==> config.mk <==
export PLATFORM = sky130hd
export DESIGN_NAME = eight_bit_cpu_execute_unit
export DESIGN_NICKNAME = d
export VERILOG_FILES = /design/src/design/ecu_pkg.sv /design/src/design/ecu_in_stage.sv /design/src/design/ecu_exec.sv /design/src/design/eight_bit_cpu_execute_unit.sv
export SDC_FILE = /design/constraint.sdc
export NUM_CORES = 1
export LEC_CHECK = 0
export ABC_CLOCK_PERIOD_IN_PS = 10900
export BUFFER_PORTS_ARGS = -buffer_cell sky130_fd_sc_hd__buf_2
export CORE_ASPECT_RATIO = 0.6
export CORE_MARGIN = 2
export CORE_UTILIZATION = 50
export CTS_BUF_LIST = sky130_fd_sc_hd__clkbuf_16
export CTS_CLUSTER_DIAMETER = 30
export DETAILED_ROUTE_END_ITERATION = 6
export PLACE_DENSITY = 0.7
export SETUP_SLACK_MARGIN = 0.15
export SLEW_MARGIN = 25
export SYNTH_ARGS = -nofsm -noshare
export SYNTH_HDL_FRONTEND = slang
export SYNTH_SLANG_ARGS = --single-unit
==> constraint.sdc <==
create_clock -name clk -period 10.9 [get_ports clk]
set_clock_uncertainty 0.1 [all_clocks]
set_input_delay 0.545 -clock clk [delete_from_list [all_inputs] [get_ports clk]]
set_output_delay 0.545 -clock clk [all_outputs]
set_load 0.01 [all_outputs]
==> src/design/ecu_pkg.sv <==
// Package for the 8-bit CPU execute unit.
// Holds operation codes, flag positions, reset values and the shared structs.
// No dependencies.
package ecu_pkg;

    // Operation codes carried in the kind field
    localparam logic [5:0] K_ADC   = 6'd0;
    localparam logic [5:0] K_SBC   = 6'd1;
    localparam logic [5:0] K_AND   = 6'd2;
    localparam logic [5:0] K_ORA   = 6'd3;
    localparam logic [5:0] K_EOR   = 6'd4;
    localparam logic [5:0] K_BIT   = 6'd5;
    localparam logic [5:0] K_CMP   = 6'd6;
    localparam logic [5:0] K_CPX   = 6'd7;
    localparam logic [5:0] K_CPY   = 6'd8;
    localparam logic [5:0] K_LDA   = 6'd9;
    localparam logic [5:0] K_LDX   = 6'd10;
    localparam logic [5:0] K_LDY   = 6'd11;
    localparam logic [5:0] K_STA   = 6'd12;
    localparam logic [5:0] K_STX   = 6'd13;
    localparam logic [5:0] K_STY   = 6'd14;
    localparam logic [5:0] K_ASL_A = 6'd15;
    localparam logic [5:0] K_ASL_M = 6'd16;
    localparam logic [5:0] K_LSR_A = 6'd17;
    localparam logic [5:0] K_LSR_M = 6'd18;
    localparam logic [5:0] K_ROL_A = 6'd19;
    localparam logic [5:0] K_ROL_M = 6'd20;
    localparam logic [5:0] K_ROR_A = 6'd21;
    localparam logic [5:0] K_ROR_M = 6'd22;
    localparam logic [5:0] K_INC   = 6'd23;
    localparam logic [5:0] K_DEC   = 6'd24;
    localparam logic [5:0] K_INX   = 6'd25;
    localparam logic [5:0] K_INY   = 6'd26;
    localparam logic [5:0] K_DEX   = 6'd27;
    localparam logic [5:0] K_DEY   = 6'd28;
    localparam logic [5:0] K_TAX   = 6'd29;
    localparam logic [5:0] K_TAY   = 6'd30;
    localparam logic [5:0] K_TSX   = 6'd31;
    localparam logic [5:0] K_TXA   = 6'd32;
    localparam logic [5:0] K_TXS   = 6'd33;
    localparam logic [5:0] K_TYA   = 6'd34;
    localparam logic [5:0] K_CLC   = 6'd35;
    localparam logic [5:0] K_CLD   = 6'd36;
    localparam logic [5:0] K_CLI   = 6'd37;
    localparam logic [5:0] K_CLV   = 6'd38;
    localparam logic [5:0] K_SEC   = 6'd39;
    localparam logic [5:0] K_SED   = 6'd40;
    localparam logic [5:0] K_SEI   = 6'd41;
    localparam logic [5:0] K_BCC   = 6'd42;
    localparam logic [5:0] K_BCS   = 6'd43;
    localparam logic [5:0] K_BEQ   = 6'd44;
    localparam logic [5:0] K_BMI   = 6'd45;
    localparam logic [5:0] K_BNE   = 6'd46;
    localparam logic [5:0] K_BPL   = 6'd47;
    localparam logic [5:0] K_BVC   = 6'd48;
    localparam logic [5:0] K_BVS   = 6'd49;
    localparam logic [5:0] K_PHA   = 6'd50;
    localparam logic [5:0] K_PHP   = 6'd51;
    localparam logic [5:0] K_PLA   = 6'd52;
    localparam logic [5:0] K_PLP   = 6'd53;
    localparam logic [5:0] K_NOP   = 6'd54;
    localparam logic [5:0] K_JMP   = 6'd55;

    // Status bit positions
    localparam int unsigned F_C = 0;
    localparam int unsigned F_Z = 1;
    localparam int unsigned F_I = 2;
    localparam int unsigned F_D = 3;
    localparam int unsigned F_B = 4;
    localparam int unsigned F_U = 5;
    localparam int unsigned F_V = 6;
    localparam int unsigned F_N = 7;

    localparam logic [7:0] STACK_PAGE = 8'h01;
    localparam logic [7:0] SP_RESET   = 8'hFD;
    localparam logic [7:0] P_RESET    = 8'h20;

    // One decoded instruction
    typedef struct packed {
        logic [5:0]  kind;
        logic [7:0]  operand_byte;
        logic [15:0] effective_address;
        logic [15:0] next_pc;
    } item_t;

    // Programmer-visible registers
    typedef struct packed {
        logic [7:0] acc;
        logic [7:0] x;
        logic [7:0] y;
        logic [7:0] sp;
        logic [7:0] p;
    } regs_t;

    // Write and branch side of a result
    typedef struct packed {
        logic        write_enable;
        logic [15:0] write_address;
        logic [7:0]  write_data;
        logic        branch_taken;
        logic [15:0] new_pc;
        logic        page_crossed;
    } effect_t;

endpackage

==> src/design/ecu_in_stage.sv <==
// Input register of the execute unit: holds one item for the execute logic.
// Depends on ecu_pkg for item_t.
module ecu_in_stage (
    input  logic          clk,
    input  logic          rst_n,
    input  logic          in_valid,
    output logic          in_ready,
    input  ecu_pkg::item_t item_in,
    input  logic          advance,
    output logic          held_valid,
    output ecu_pkg::item_t held_item
);
    import ecu_pkg::*;

    logic  valid_reg;
    item_t item_reg;

    // Free when empty or when the held item moves on this cycle
    assign in_ready   = !valid_reg || advance;
    assign held_valid = valid_reg;
    assign held_item  = item_reg;

    always_ff @(posedge clk or negedge rst_n)
    begin
        if (!rst_n)
        begin
            valid_reg <= 1'b0;
        end
        else if (in_ready)
        begin
            valid_reg <= in_valid;
        end
    end

    // Payload, no reset
    always_ff @(posedge clk)
    begin
        if (in_ready && in_valid)
        begin
            item_reg <= item_in;
        end
    end

endmodule

==> src/design/ecu_exec.sv <==
// Combinational execute logic: one instruction against the current registers.
// Depends on ecu_pkg for codes, flag positions and structs.
module ecu_exec (
    input  ecu_pkg::item_t   item,
    input  ecu_pkg::regs_t   cur,
    output ecu_pkg::regs_t   nxt,
    output ecu_pkg::effect_t eff
);
    import ecu_pkg::*;

    // Update N and Z from a result byte
    function automatic logic [7:0] set_nz(input logic [7:0] p, input logic [7:0] v);
        logic [7:0] q;
        q      = p;
        q[F_Z] = (v == 8'h00);
        q[F_N] = v[7];
        return q;
    endfunction

    logic [7:0] m;
    logic [7:0] m_eff;
    logic [8:0] sum;
    logic [7:0] sum_r;
    logic       sum_v;
    logic [7:0] cmp_reg;
    logic [8:0] diff;
    logic [7:0] sh_src;
    logic [7:0] sh_res;
    logic       sh_c;
    logic [7:0] m_inc;
    logic [7:0] m_dec;
    logic [15:0] target;
    logic        cond;
    logic        is_branch;

    assign m = item.operand_byte;

    // Adder shared by ADC and SBC (SBC adds the inverted operand)
    assign m_eff = (item.kind == K_SBC) ? ~m : m;
    assign sum   = {1'b0, cur.acc} + {1'b0, m_eff} + {8'h00, cur.p[F_C]};
    assign sum_r = sum[7:0];
    assign sum_v = ~(cur.acc[7] ^ m_eff[7]) & (cur.acc[7] ^ sum_r[7]);

    // Compare: register minus operand, carry is not-borrow
    always_comb
    begin
        case (item.kind)
            K_CPX:   cmp_reg = cur.x;
            K_CPY:   cmp_reg = cur.y;
            default: cmp_reg = cur.acc;
        endcase
    end
    assign diff = {1'b0, cmp_reg} - {1'b0, m};

    // Shifter: accumulator forms use A, memory forms use the operand
    always_comb
    begin
        case (item.kind)
            K_ASL_A, K_LSR_A, K_ROL_A, K_ROR_A: sh_src = cur.acc;
            default:                            sh_src = m;
        endcase
        case (item.kind)
            K_ASL_A, K_ASL_M:
            begin
                sh_res = {sh_src[6:0], 1'b0};
                sh_c   = sh_src[7];
            end
            K_LSR_A, K_LSR_M:
            begin
                sh_res = {1'b0, sh_src[7:1]};
                sh_c   = sh_src[0];
            end
            K_ROL_A, K_ROL_M:
            begin
                sh_res = {sh_src[6:0], cur.p[F_C]};
                sh_c   = sh_src[7];
            end
            default:
            begin
                sh_res = {cur.p[F_C], sh_src[7:1]};
                sh_c   = sh_src[0];
            end
        endcase
    end

    assign m_inc  = m + 8'd1;
    assign m_dec  = m - 8'd1;
    assign target = item.next_pc + {{8{m[7]}}, m};

    // Branch conditions
    always_comb
    begin
        is_branch = 1'b1;
        case (item.kind)
            K_BCC:   cond = !cur.p[F_C];
            K_BCS:   cond = cur.p[F_C];
            K_BEQ:   cond = cur.p[F_Z];
            K_BMI:   cond = cur.p[F_N];
            K_BNE:   cond = !cur.p[F_Z];
            K_BPL:   cond = !cur.p[F_N];
            K_BVC:   cond = !cur.p[F_V];
            K_BVS:   cond = cur.p[F_V];
            default:
            begin
                cond      = 1'b0;
                is_branch = 1'b0;
            end
        endcase
    end

    // Main operation select
    always_comb
    begin
        nxt = cur;
        eff = '0;
        eff.new_pc = item.next_pc;
        case (item.kind)
            K_ADC, K_SBC:
            begin
                nxt.acc    = sum_r;
                nxt.p      = set_nz(cur.p, sum_r);
                nxt.p[F_C] = sum[8];
                nxt.p[F_V] = sum_v;
            end
            K_AND:
            begin
                nxt.acc = cur.acc & m;
                nxt.p   = set_nz(cur.p, cur.acc & m);
            end
            K_ORA:
            begin
                nxt.acc = cur.acc | m;
                nxt.p   = set_nz(cur.p, cur.acc | m);
            end
            K_EOR:
            begin
                nxt.acc = cur.acc ^ m;
                nxt.p   = set_nz(cur.p, cur.acc ^ m);
            end
            K_BIT:
            begin
                nxt.p[F_Z] = ((cur.acc & m) == 8'h00);
                nxt.p[F_N] = m[7];
                nxt.p[F_V] = m[6];
            end
            K_CMP, K_CPX, K_CPY:
            begin
                nxt.p      = set_nz(cur.p, diff[7:0]);
                nxt.p[F_C] = !diff[8];
            end
            K_LDA:
            begin
                nxt.acc = m;
                nxt.p   = set_nz(cur.p, m);
            end
            K_LDX:
            begin
                nxt.x = m;
                nxt.p = set_nz(cur.p, m);
            end
            K_LDY:
            begin
                nxt.y = m;
                nxt.p = set_nz(cur.p, m);
            end
            K_STA, K_STX, K_STY:
            begin
                eff.write_enable  = 1'b1;
                eff.write_address = item.effective_address;
                eff.write_data    = (item.kind == K_STA) ? cur.acc :
                                    (item.kind == K_STX) ? cur.x : cur.y;
            end
            K_ASL_A, K_LSR_A, K_ROL_A, K_ROR_A:
            begin
                nxt.acc    = sh_res;
                nxt.p      = set_nz(cur.p, sh_res);
                nxt.p[F_C] = sh_c;
            end
            K_ASL_M, K_LSR_M, K_ROL_M, K_ROR_M:
            begin
                eff.write_enable  = 1'b1;
                eff.write_address = item.effective_address;
                eff.write_data    = sh_res;
                nxt.p             = set_nz(cur.p, sh_res);
                nxt.p[F_C]        = sh_c;
            end
            K_INC:
            begin
                eff.write_enable  = 1'b1;
                eff.write_address = item.effective_address;
                eff.write_data    = m_inc;
                nxt.p             = set_nz(cur.p, m_inc);
            end
            K_DEC:
            begin
                eff.write_enable  = 1'b1;
                eff.write_address = item.effective_address;
                eff.write_data    = m_dec;
                nxt.p             = set_nz(cur.p, m_dec);
            end
            K_INX:
            begin
                nxt.x = cur.x + 8'd1;
                nxt.p = set_nz(cur.p, cur.x + 8'd1);
            end
            K_INY:
            begin
                nxt.y = cur.y + 8'd1;
                nxt.p = set_nz(cur.p, cur.y + 8'd1);
            end
            K_DEX:
            begin
                nxt.x = cur.x - 8'd1;
                nxt.p = set_nz(cur.p, cur.x - 8'd1);
            end
            K_DEY:
            begin
                nxt.y = cur.y - 8'd1;
                nxt.p = set_nz(cur.p, cur.y - 8'd1);
            end
            K_TAX:
            begin
                nxt.x = cur.acc;
                nxt.p = set_nz(cur.p, cur.acc);
            end
            K_TAY:
            begin
                nxt.y = cur.acc;
                nxt.p = set_nz(cur.p, cur.acc);
            end
            K_TSX:
            begin
                nxt.x = cur.sp;
                nxt.p = set_nz(cur.p, cur.sp);
            end
            K_TXA:
            begin
                nxt.acc = cur.x;
                nxt.p   = set_nz(cur.p, cur.x);
            end
            K_TXS:
            begin
                nxt.sp = cur.x;
            end
            K_TYA:
            begin
                nxt.acc = cur.y;
                nxt.p   = set_nz(cur.p, cur.y);
            end
            K_CLC: nxt.p[F_C] = 1'b0;
            K_CLD: nxt.p[F_D] = 1'b0;
            K_CLI: nxt.p[F_I] = 1'b0;
            K_CLV: nxt.p[F_V] = 1'b0;
            K_SEC: nxt.p[F_C] = 1'b1;
            K_SED: nxt.p[F_D] = 1'b1;
            K_SEI: nxt.p[F_I] = 1'b1;
            K_PHA, K_PHP:
            begin
                eff.write_enable  = 1'b1;
                eff.write_address = {STACK_PAGE, cur.sp};
                eff.write_data    = (item.kind == K_PHA) ? cur.acc :
                                    (cur.p | 8'h30);
                nxt.sp            = cur.sp - 8'd1;
            end
            K_PLA:
            begin
                nxt.sp  = cur.sp + 8'd1;
                nxt.acc = m;
                nxt.p   = set_nz(cur.p, m);
            end
            K_PLP:
            begin
                nxt.sp     = cur.sp + 8'd1;
                nxt.p      = m;
                nxt.p[F_B] = 1'b0;
                nxt.p[F_U] = 1'b1;
            end
            K_JMP:
            begin
                eff.branch_taken = 1'b1;
                eff.new_pc       = item.effective_address;
            end
            default:
            begin
                // NOP and unused codes leave everything as is
            end
        endcase

        // Taken relative branch
        if (is_branch && cond)
        begin
            eff.branch_taken = 1'b1;
            eff.new_pc       = target;
            eff.page_crossed = (target[15:8] != item.next_pc[15:8]);
        end
    end

endmodule

==> src/design/eight_bit_cpu_execute_unit.sv <==
// Top level of the 8-bit CPU execute unit: register file, result register.
// Depends on ecu_pkg, ecu_in_stage and ecu_exec.
//
// Usage:
//   Input channel (in_valid/in_ready) carries one decoded instruction per
//   item: kind, operand_byte, effective_address, next_pc. Output channel
//   (out_valid/out_ready) carries one result item per instruction: the
//   memory/stack write, the branch outcome and A, X, Y, SP, P afterwards.
//   An accepted item waits in the input register, executes against
//   A/X/Y/SP/P there and is shown on the outputs from the result
//   register, which it enters when it advances.
//   Throughput: one item per cycle while the receiver does not stall; the
//   A/X/Y/SP/P feedback through the execute logic is a combinational path,
//   so dependent instructions follow back to back.
//   When the receiver stalls, the result register holds; one more item
//   waits in the input register, then in_ready drops.
//   Reset: A, X, Y = 0, SP = 0xFD, P = 0x20; both stages empty.
module eight_bit_cpu_execute_unit (
    input  logic        clk,
    input  logic        rst_n,
    input  logic        in_valid,
    output logic        in_ready,
    input  logic [5:0]  kind,
    input  logic [7:0]  operand_byte,
    input  logic [15:0] effective_address,
    input  logic [15:0] next_pc,
    output logic        out_valid,
    input  logic        out_ready,
    output logic        write_enable,
    output logic [15:0] write_address,
    output logic [7:0]  write_data,
    output logic        branch_taken,
    output logic [15:0] new_pc,
    output logic        page_crossed,
    output logic [7:0]  acc_out,
    output logic [7:0]  x_out,
    output logic [7:0]  y_out,
    output logic [7:0]  sp_out,
    output logic [7:0]  status_out
);
    import ecu_pkg::*;

    item_t   item_in;
    item_t   held_item;
    logic    held_valid;
    logic    advance;
    regs_t   state_reg;
    regs_t   state_next;
    effect_t eff_next;
    effect_t eff_reg;
    regs_t   shown_reg;
    logic    out_valid_reg;

    assign item_in = '{kind: kind, operand_byte: operand_byte,
                       effective_address: effective_address, next_pc: next_pc};

    // Held item executes when the result register is free or being drained
    assign advance = held_valid && (!out_valid_reg || out_ready);

    ecu_in_stage u_in (
        .clk        (clk),
        .rst_n      (rst_n),
        .in_valid   (in_valid),
        .in_ready   (in_ready),
        .item_in    (item_in),
        .advance    (advance),
        .held_valid (held_valid),
        .held_item  (held_item)
    );

    ecu_exec u_exec (
        .item (held_item),
        .cur  (state_reg),
        .nxt  (state_next),
        .eff  (eff_next)
    );

    // Architectural registers and result valid
    always_ff @(posedge clk or negedge rst_n)
    begin
        if (!rst_n)
        begin
            state_reg     <= '{acc: 8'h00, x: 8'h00, y: 8'h00, sp: SP_RESET, p: P_RESET};
            out_valid_reg <= 1'b0;
        end
        else
        begin
            if (advance)
            begin
                state_reg <= state_next;
            end
            if (advance)
            begin
                out_valid_reg <= 1'b1;
            end
            else if (out_ready)
            begin
                out_valid_reg <= 1'b0;
            end
        end
    end

    // Result payload, no reset
    always_ff @(posedge clk)
    begin
        if (advance)
        begin
            eff_reg   <= eff_next;
            shown_reg <= state_next;
        end
    end

    assign out_valid     = out_valid_reg;
    assign write_enable  = eff_reg.write_enable;
    assign write_address = eff_reg.write_address;
    assign write_data    = eff_reg.write_data;
    assign branch_taken  = eff_reg.branch_taken;
    assign new_pc        = eff_reg.new_pc;
    assign page_crossed  = eff_reg.page_crossed;
    assign acc_out       = shown_reg.acc;
    assign x_out         = shown_reg.x;
    assign y_out         = shown_reg.y;
    assign sp_out        = shown_reg.sp;
    assign status_out    = shown_reg.p;

endmodule

Yosys cells after proc, flatten, opt, wreduce, memory -nomap -nowiden --
Index checks and enable logic that the tools add are counted.
Storage, ports and cells: register bits 171, input bits 50, output and inout port bits 85, logic and storage cells 173
Cells by class: $add $sub $neg 12, equality and inequality tests 55, mux-type cells 26, bitwise gates (word level) 8, reduce and logical (&&, ||, !) cells 50
Operators with widths (count):
- $eq 6x6->1 const B | 23
- $logic_not 8->1 | 17
- $pmux 25 s5 | 1
- $eq 6x5->1 const B | 16
- $pmux 8 s8 | 1
- $eq 6x4->1 const B | 8
- $pmux 8 s3 | 2
- $mux 8 | 5
- $pmux 8 s5 | 1
- $mux 17 | 2
- $add 8x1->8 const B | 4
- $pmux 8 s4 | 1
- $sub 8x1->8 const B | 4
- $eq 6x3->1 const B | 4
- $reduce_or 2->1 | 10
- $pmux 1 s18 | 1
- $pmux 1 s17 | 1
- $add 16x16->16 | 1
- $pmux 8 s2 | 1
- $reduce_or 4->1 | 4
- $reduce_or 8->1 | 2
- $eq 6x2->1 const B | 2
- $add 8x8->9 | 1
- $add 9x1->9 | 1
- other kinds (22) | 38

Logic depth before layout (Yosys ltp) --
word-level depth 7, depth in mapped cells 16, gate-level depth less buffers 15

Cells and area by module --
Synthesis repeated with hierarchy kept, for this count alone.
Unflattened totals: cell total of the unflattened synthesis 1277, area total of the unflattened synthesis 12652.1 um^2
By module, submodules not included:
- ecu_exec | times used 1, cells each 1055, area each 7011.7 um^2, seq. area each 0.0 um^2
- eight_bit_cpu_execute_unit | times used 1, cells each 172, area each 4205.3 um^2, seq. area each 3528.4 um^2
- ecu_in_stage | times used 1, cells each 50, area each 1435.1 um^2, seq. area each 1406.3 um^2

Worst setup path before layout --
No wires, ideal clock.
path type flip-flop to flip-flop, start point register u_in.item_reg, in the netlist u_in.held_item[45], end point register shown_reg, in the netlist status_out[7] (data pin), library setup time 0.274 ns, data arrival time 4.082 ns, data required time 10.526 ns, path slack 6.444 ns, stages on the path, launching flop included 17, path buffers 3, clock period less this slack 4.456 ns, cells stage by stage edfxtp_1 clkbuf_1 or2_2 clkbuf_1 nor3_1 clkbuf_1 nor3_1 a221o_1 ha_1 nor2b_1 o21a_1 o21ai_0 a21oi_1 a21o_1 xor2_1 a2111oi_0 a21oi_1
RTL lines:
- from (decl) | RTL line ecu_in_stage.sv:16 | item_t item_reg;
- from (signal assigned) | RTL line ecu_in_stage.sv:40 | item_reg <= item_in;
- to (signal assigned) | RTL line eight_bit_cpu_execute_unit.sv:109 | shown_reg <= state_next;
- to (decl) | RTL line eight_bit_cpu_execute_unit.sv:51 | regs_t shown_reg;

==> summary.md <==
| Metric | Value |
|---|---|
| Run status | `finished with violations` |
| Failing checks | `DRC` |
| Core area | `0.0233 sq mm` |
| GPL Wtd Cong | `1.01` |
| Slowest-stage cell, CP | `a21oi_1` |
| Area delta synth->final | `13.2%` |
| Ports | `135` |
| TritonCTS Sinks | `171` |
| Worst hold path class | `in2async` |
| Antenna viol nets, final | `0` |
| Synthesized cell area | `0.0120 sq mm` |
| Worst Slack Setup Final | `5.83 ns` |
| Number of flip-flops in the largest register | `46` |
| H-tree Lvls | `4` |
| Critical path class | `reg2reg` |
| Top FF cell, synth | `edfxtp_1` |
| Warnings from Yosys | `0` |
| Post-route insts no fill | `1710` |
| Seq/Total Area, Yosys | `41.1%` |
| Post-Syn Area per Cell | `9.40 sq um` |
| Final Hold Viols | `0` |
| Cells after DPL | `1678` |
| Synth unique cells | `81` |
| CP Cell Sequence | `buf_4 > inv_1 > nor2_1 > nand3_1 > xnor2_1 > ha_1 > nor2b_1 > o21ai_0 > a21oi_1 > o31a_1 > o22a_1 > xor2_1 > a21oi_1 > a31oi_1` |
| Rel. slew slack | `30.0%` |
| Fin Setup TNS | `0 ns` |
| TritonRoute pass-1 iters | `7` |
| Placed Area | `0.0130 sq mm` |
| Flops & latches, synth | `171` |
| Number of remaining DRC errors | `8` |
| Slew Limit Fails | `0` |
| Max FO, Critical Path | `43` |
| Leakage power | `5.40 nW` |
| N_diodes | `0` |
| Worst vdd ir | `0.149 mV` |
| Initial Util | `51.4%` |
| Final WL | `44200 um` |
| Largest stage delay on the critical path | `0.66 ns` |
| Critical Path Start Type | `register` |
| Chip Width | `204 um` |
| Share of cells above drive strength 1 | `18.1%` |
| Latest clock arrival within the worst-skew pair | `0.46 ns` |
| Cell Pwr Density | `197 mW/mm^2` |
| CTS tree | `built` |
| Number of global-route vias before repair | `10100` |
| Worst Path Arrival | `5.15 ns` |
| Root Buffer | `clkbuf_16` |
| Design area | `0.0136 sq mm` |
| TritonCTS buffer count | `17` |
| Critical path data required time | `10.98 ns` |
| Fmax | `197 MHz` |
| Mapped Cells | `1278` |
| Routed len/inst | `25.9 um` |
| Die area | `0.0253 sq mm` |
| Worst Tran Pin Value | `1.04 ns` |
| Pre-CTS setup slack | `6.09 ns` |
| Syn nets | `1397` |
| Hold buffer count at CTS | `0` |
| FP Rows | `43` |
| Maximum Capacitance Violations | `0` |
| Final #Nets | `1501` |
| Setup Buffers After CTS | `0` |
| Routed vias | `11300` |
| Tot GR Track Use | `35.8%` |
| Die Y | `124 um` |
| RSZ-0062 raised after global routing | `false` |
| Final period util | `46.5%` |
| Initial antenna violation count | `1` |
| HPWL Detailed | `32500 um` |
| First-pass GRT wire length | `65300 um` |
| Largest net degree at the start of global routing | `80` |
| Cell mode on critical path | `a21oi_1` |
| # setup viols final | `0` |
| PostCTS Resize Cnt | `0` |
| Max clock buf depth | `2` |
| CTS clk-pin slew, worst paths | `0.07 ns` |
| Port-buffer cells | `134` |
| Initial DRC count | `1614` |
| Crit. End Element | `register` |
| GRT overflow | `0` |
| DR vias/cell | `6.62` |
| Asr flop ratio synth | `24.6%` |
| Minimum clock period | `5.07 ns` |
| EDFF count, synth | `129` |
power by group:
part | switching [mW] | total (mW) | internal, mW
combinational | 0.666 | 1.08 | 0.412
clock | 0.293 | 0.593 | 0.300
sequential | 0.162 | 1.01 | 0.848
total | 1.12 | 2.68 | 1.56
cell usage in the layout (no fill, tap or decap), drive strengths merged, types with 7 or more instances in the layout:
| master | netlist | routed |
|---|---|---|
| nor2 | 109 | 109 |
| a211oi | 7 | 7 |
| nand3 | 35 | 35 |
| a222oi | 8 | 8 |
| inv | 40 | 47 |
| a22o | 9 | 9 |
| or3 | 8 | 8 |
| clkbuf | 65 | 17 |
| a221o | 17 | 17 |
| and3 | 14 | 14 |
| nor2b | 19 | 19 |
| nand4 | 16 | 16 |
| nand2b | 14 | 14 |
| and2 | 11 | 11 |
| a21o | 10 | 10 |
| clkinv | 1 | 8 |
| o21ai | 67 | 67 |
| xor2 | 22 | 22 |
| or2 | 8 | 8 |
| nor4 | 14 | 14 |
| mux4 | 7 | 7 |
| xnor2 | 47 | 47 |
| a22oi | 30 | 30 |
| buf | 20 | 170 |
| nand2 | 149 | 149 |
| mux2i | 25 | 25 |
| or4 | 8 | 8 |
| mux2 | 11 | 11 |
| a21oi | 63 | 63 |
| dfstp | 8 | 8 |
| o21a | 8 | 8 |
| o211ai | 16 | 16 |
| dfrtp | 34 | 34 |
| a31oi | 23 | 23 |
| a221oi | 12 | 12 |
| nor3 | 42 | 42 |
| ha | 65 | 65 |
| edfxtp | 129 | 129 |
metrics by stage:
step | power (mW) | utilization [%] | hold slack, ns
2_1_floorplan | 1.67 | - | 0.149
3_3_place_gp | 2.04 | 55.8 | 0.369
3_5_place_dp | 2.05 | 55.8 | 0.374
4_1_cts | 2.64 | 58.2 | 0.123
5_1_grt | 2.81 | 58.2 | 0.133
6_report | 2.68 | 58.2 | 0.0979
path summary, 6_finish.rpt:
check	start	to	slack, ns	depth (start not counted)
min in group clk	effective_address[14]	u_in.held_item[30]	0.15	1
setup / recovery	u_in.held_item[40]	acc_out[7]	5.83	14
setup reg to reg	u_in.held_item[40]	acc_out[7]	5.83	14
hold reg to reg	u_in.held_valid	out_valid	0.39	1
hold / removal	rst_n	state_reg[9]	0.1	2
max in group asynchronous	rst_n	state_reg[34]	10.12	2
area by class of cell:
class	instances	area, sq um
fillers	2061	9760
multi-input cells	981	6610
flip-flops and latches	171	4930
repair buffers	170	941
clock buffers	17	425
well taps	315	394
inverters	41	156
clock inverters	15	134
logic make-up after synthesis:
logic type | share of synthesized area, %
AOI/OAI and AO/OA | 18.8
xor gates and xnor gates | 5.03
adders and majority gates | 7.44
buffers and inverters | 4.12
DFF | 41.1
muxes | 4.43
and+or+nand+nor | 19.1
Yosys cell counts (30+ instances only):
master | number | area [sq um]
a21oi_1 | 63 | 315
ha_1 | 65 | 813
nor3_1 | 40 | 200
nand2_1 | 148 | 556
nand3_1 | 35 | 175
clkbuf_1 | 65 | 244
nor2_1 | 107 | 402
xnor2_1 | 47 | 412
o21ai_0 | 67 | 335
inv_1 | 39 | 146
dfrtp_1 | 34 | 851
a22oi_1 | 30 | 225
edfxtp_1 | 129 | 3870
worst max-delay path, delay by kind of cell (launching register included):
kind / cells / cell delay, ns
AOI/OAI and AO/OA: 6 / 1.72
xor gates and xnor gates: 2 / 0.68
adders and majority gates: 1 / 0.29
buffers and inverters: 2 / 0.58
DFF: 1 / 0.34
and+or+nand+nor: 3 / 1.04
routing by layer:
metal	up-vias	part of all wire (%)	wire, um	GRT usage (%)
met5	-	0	0	0
met4	0	1.9	819	8.51
met3	74	14	6120	12.3
met2	774	38	16900	47.0
met1	5470	46	20400	55.2
li1	4994	-	-	-
No activity file was read; power rests on OpenSTA's default activity.
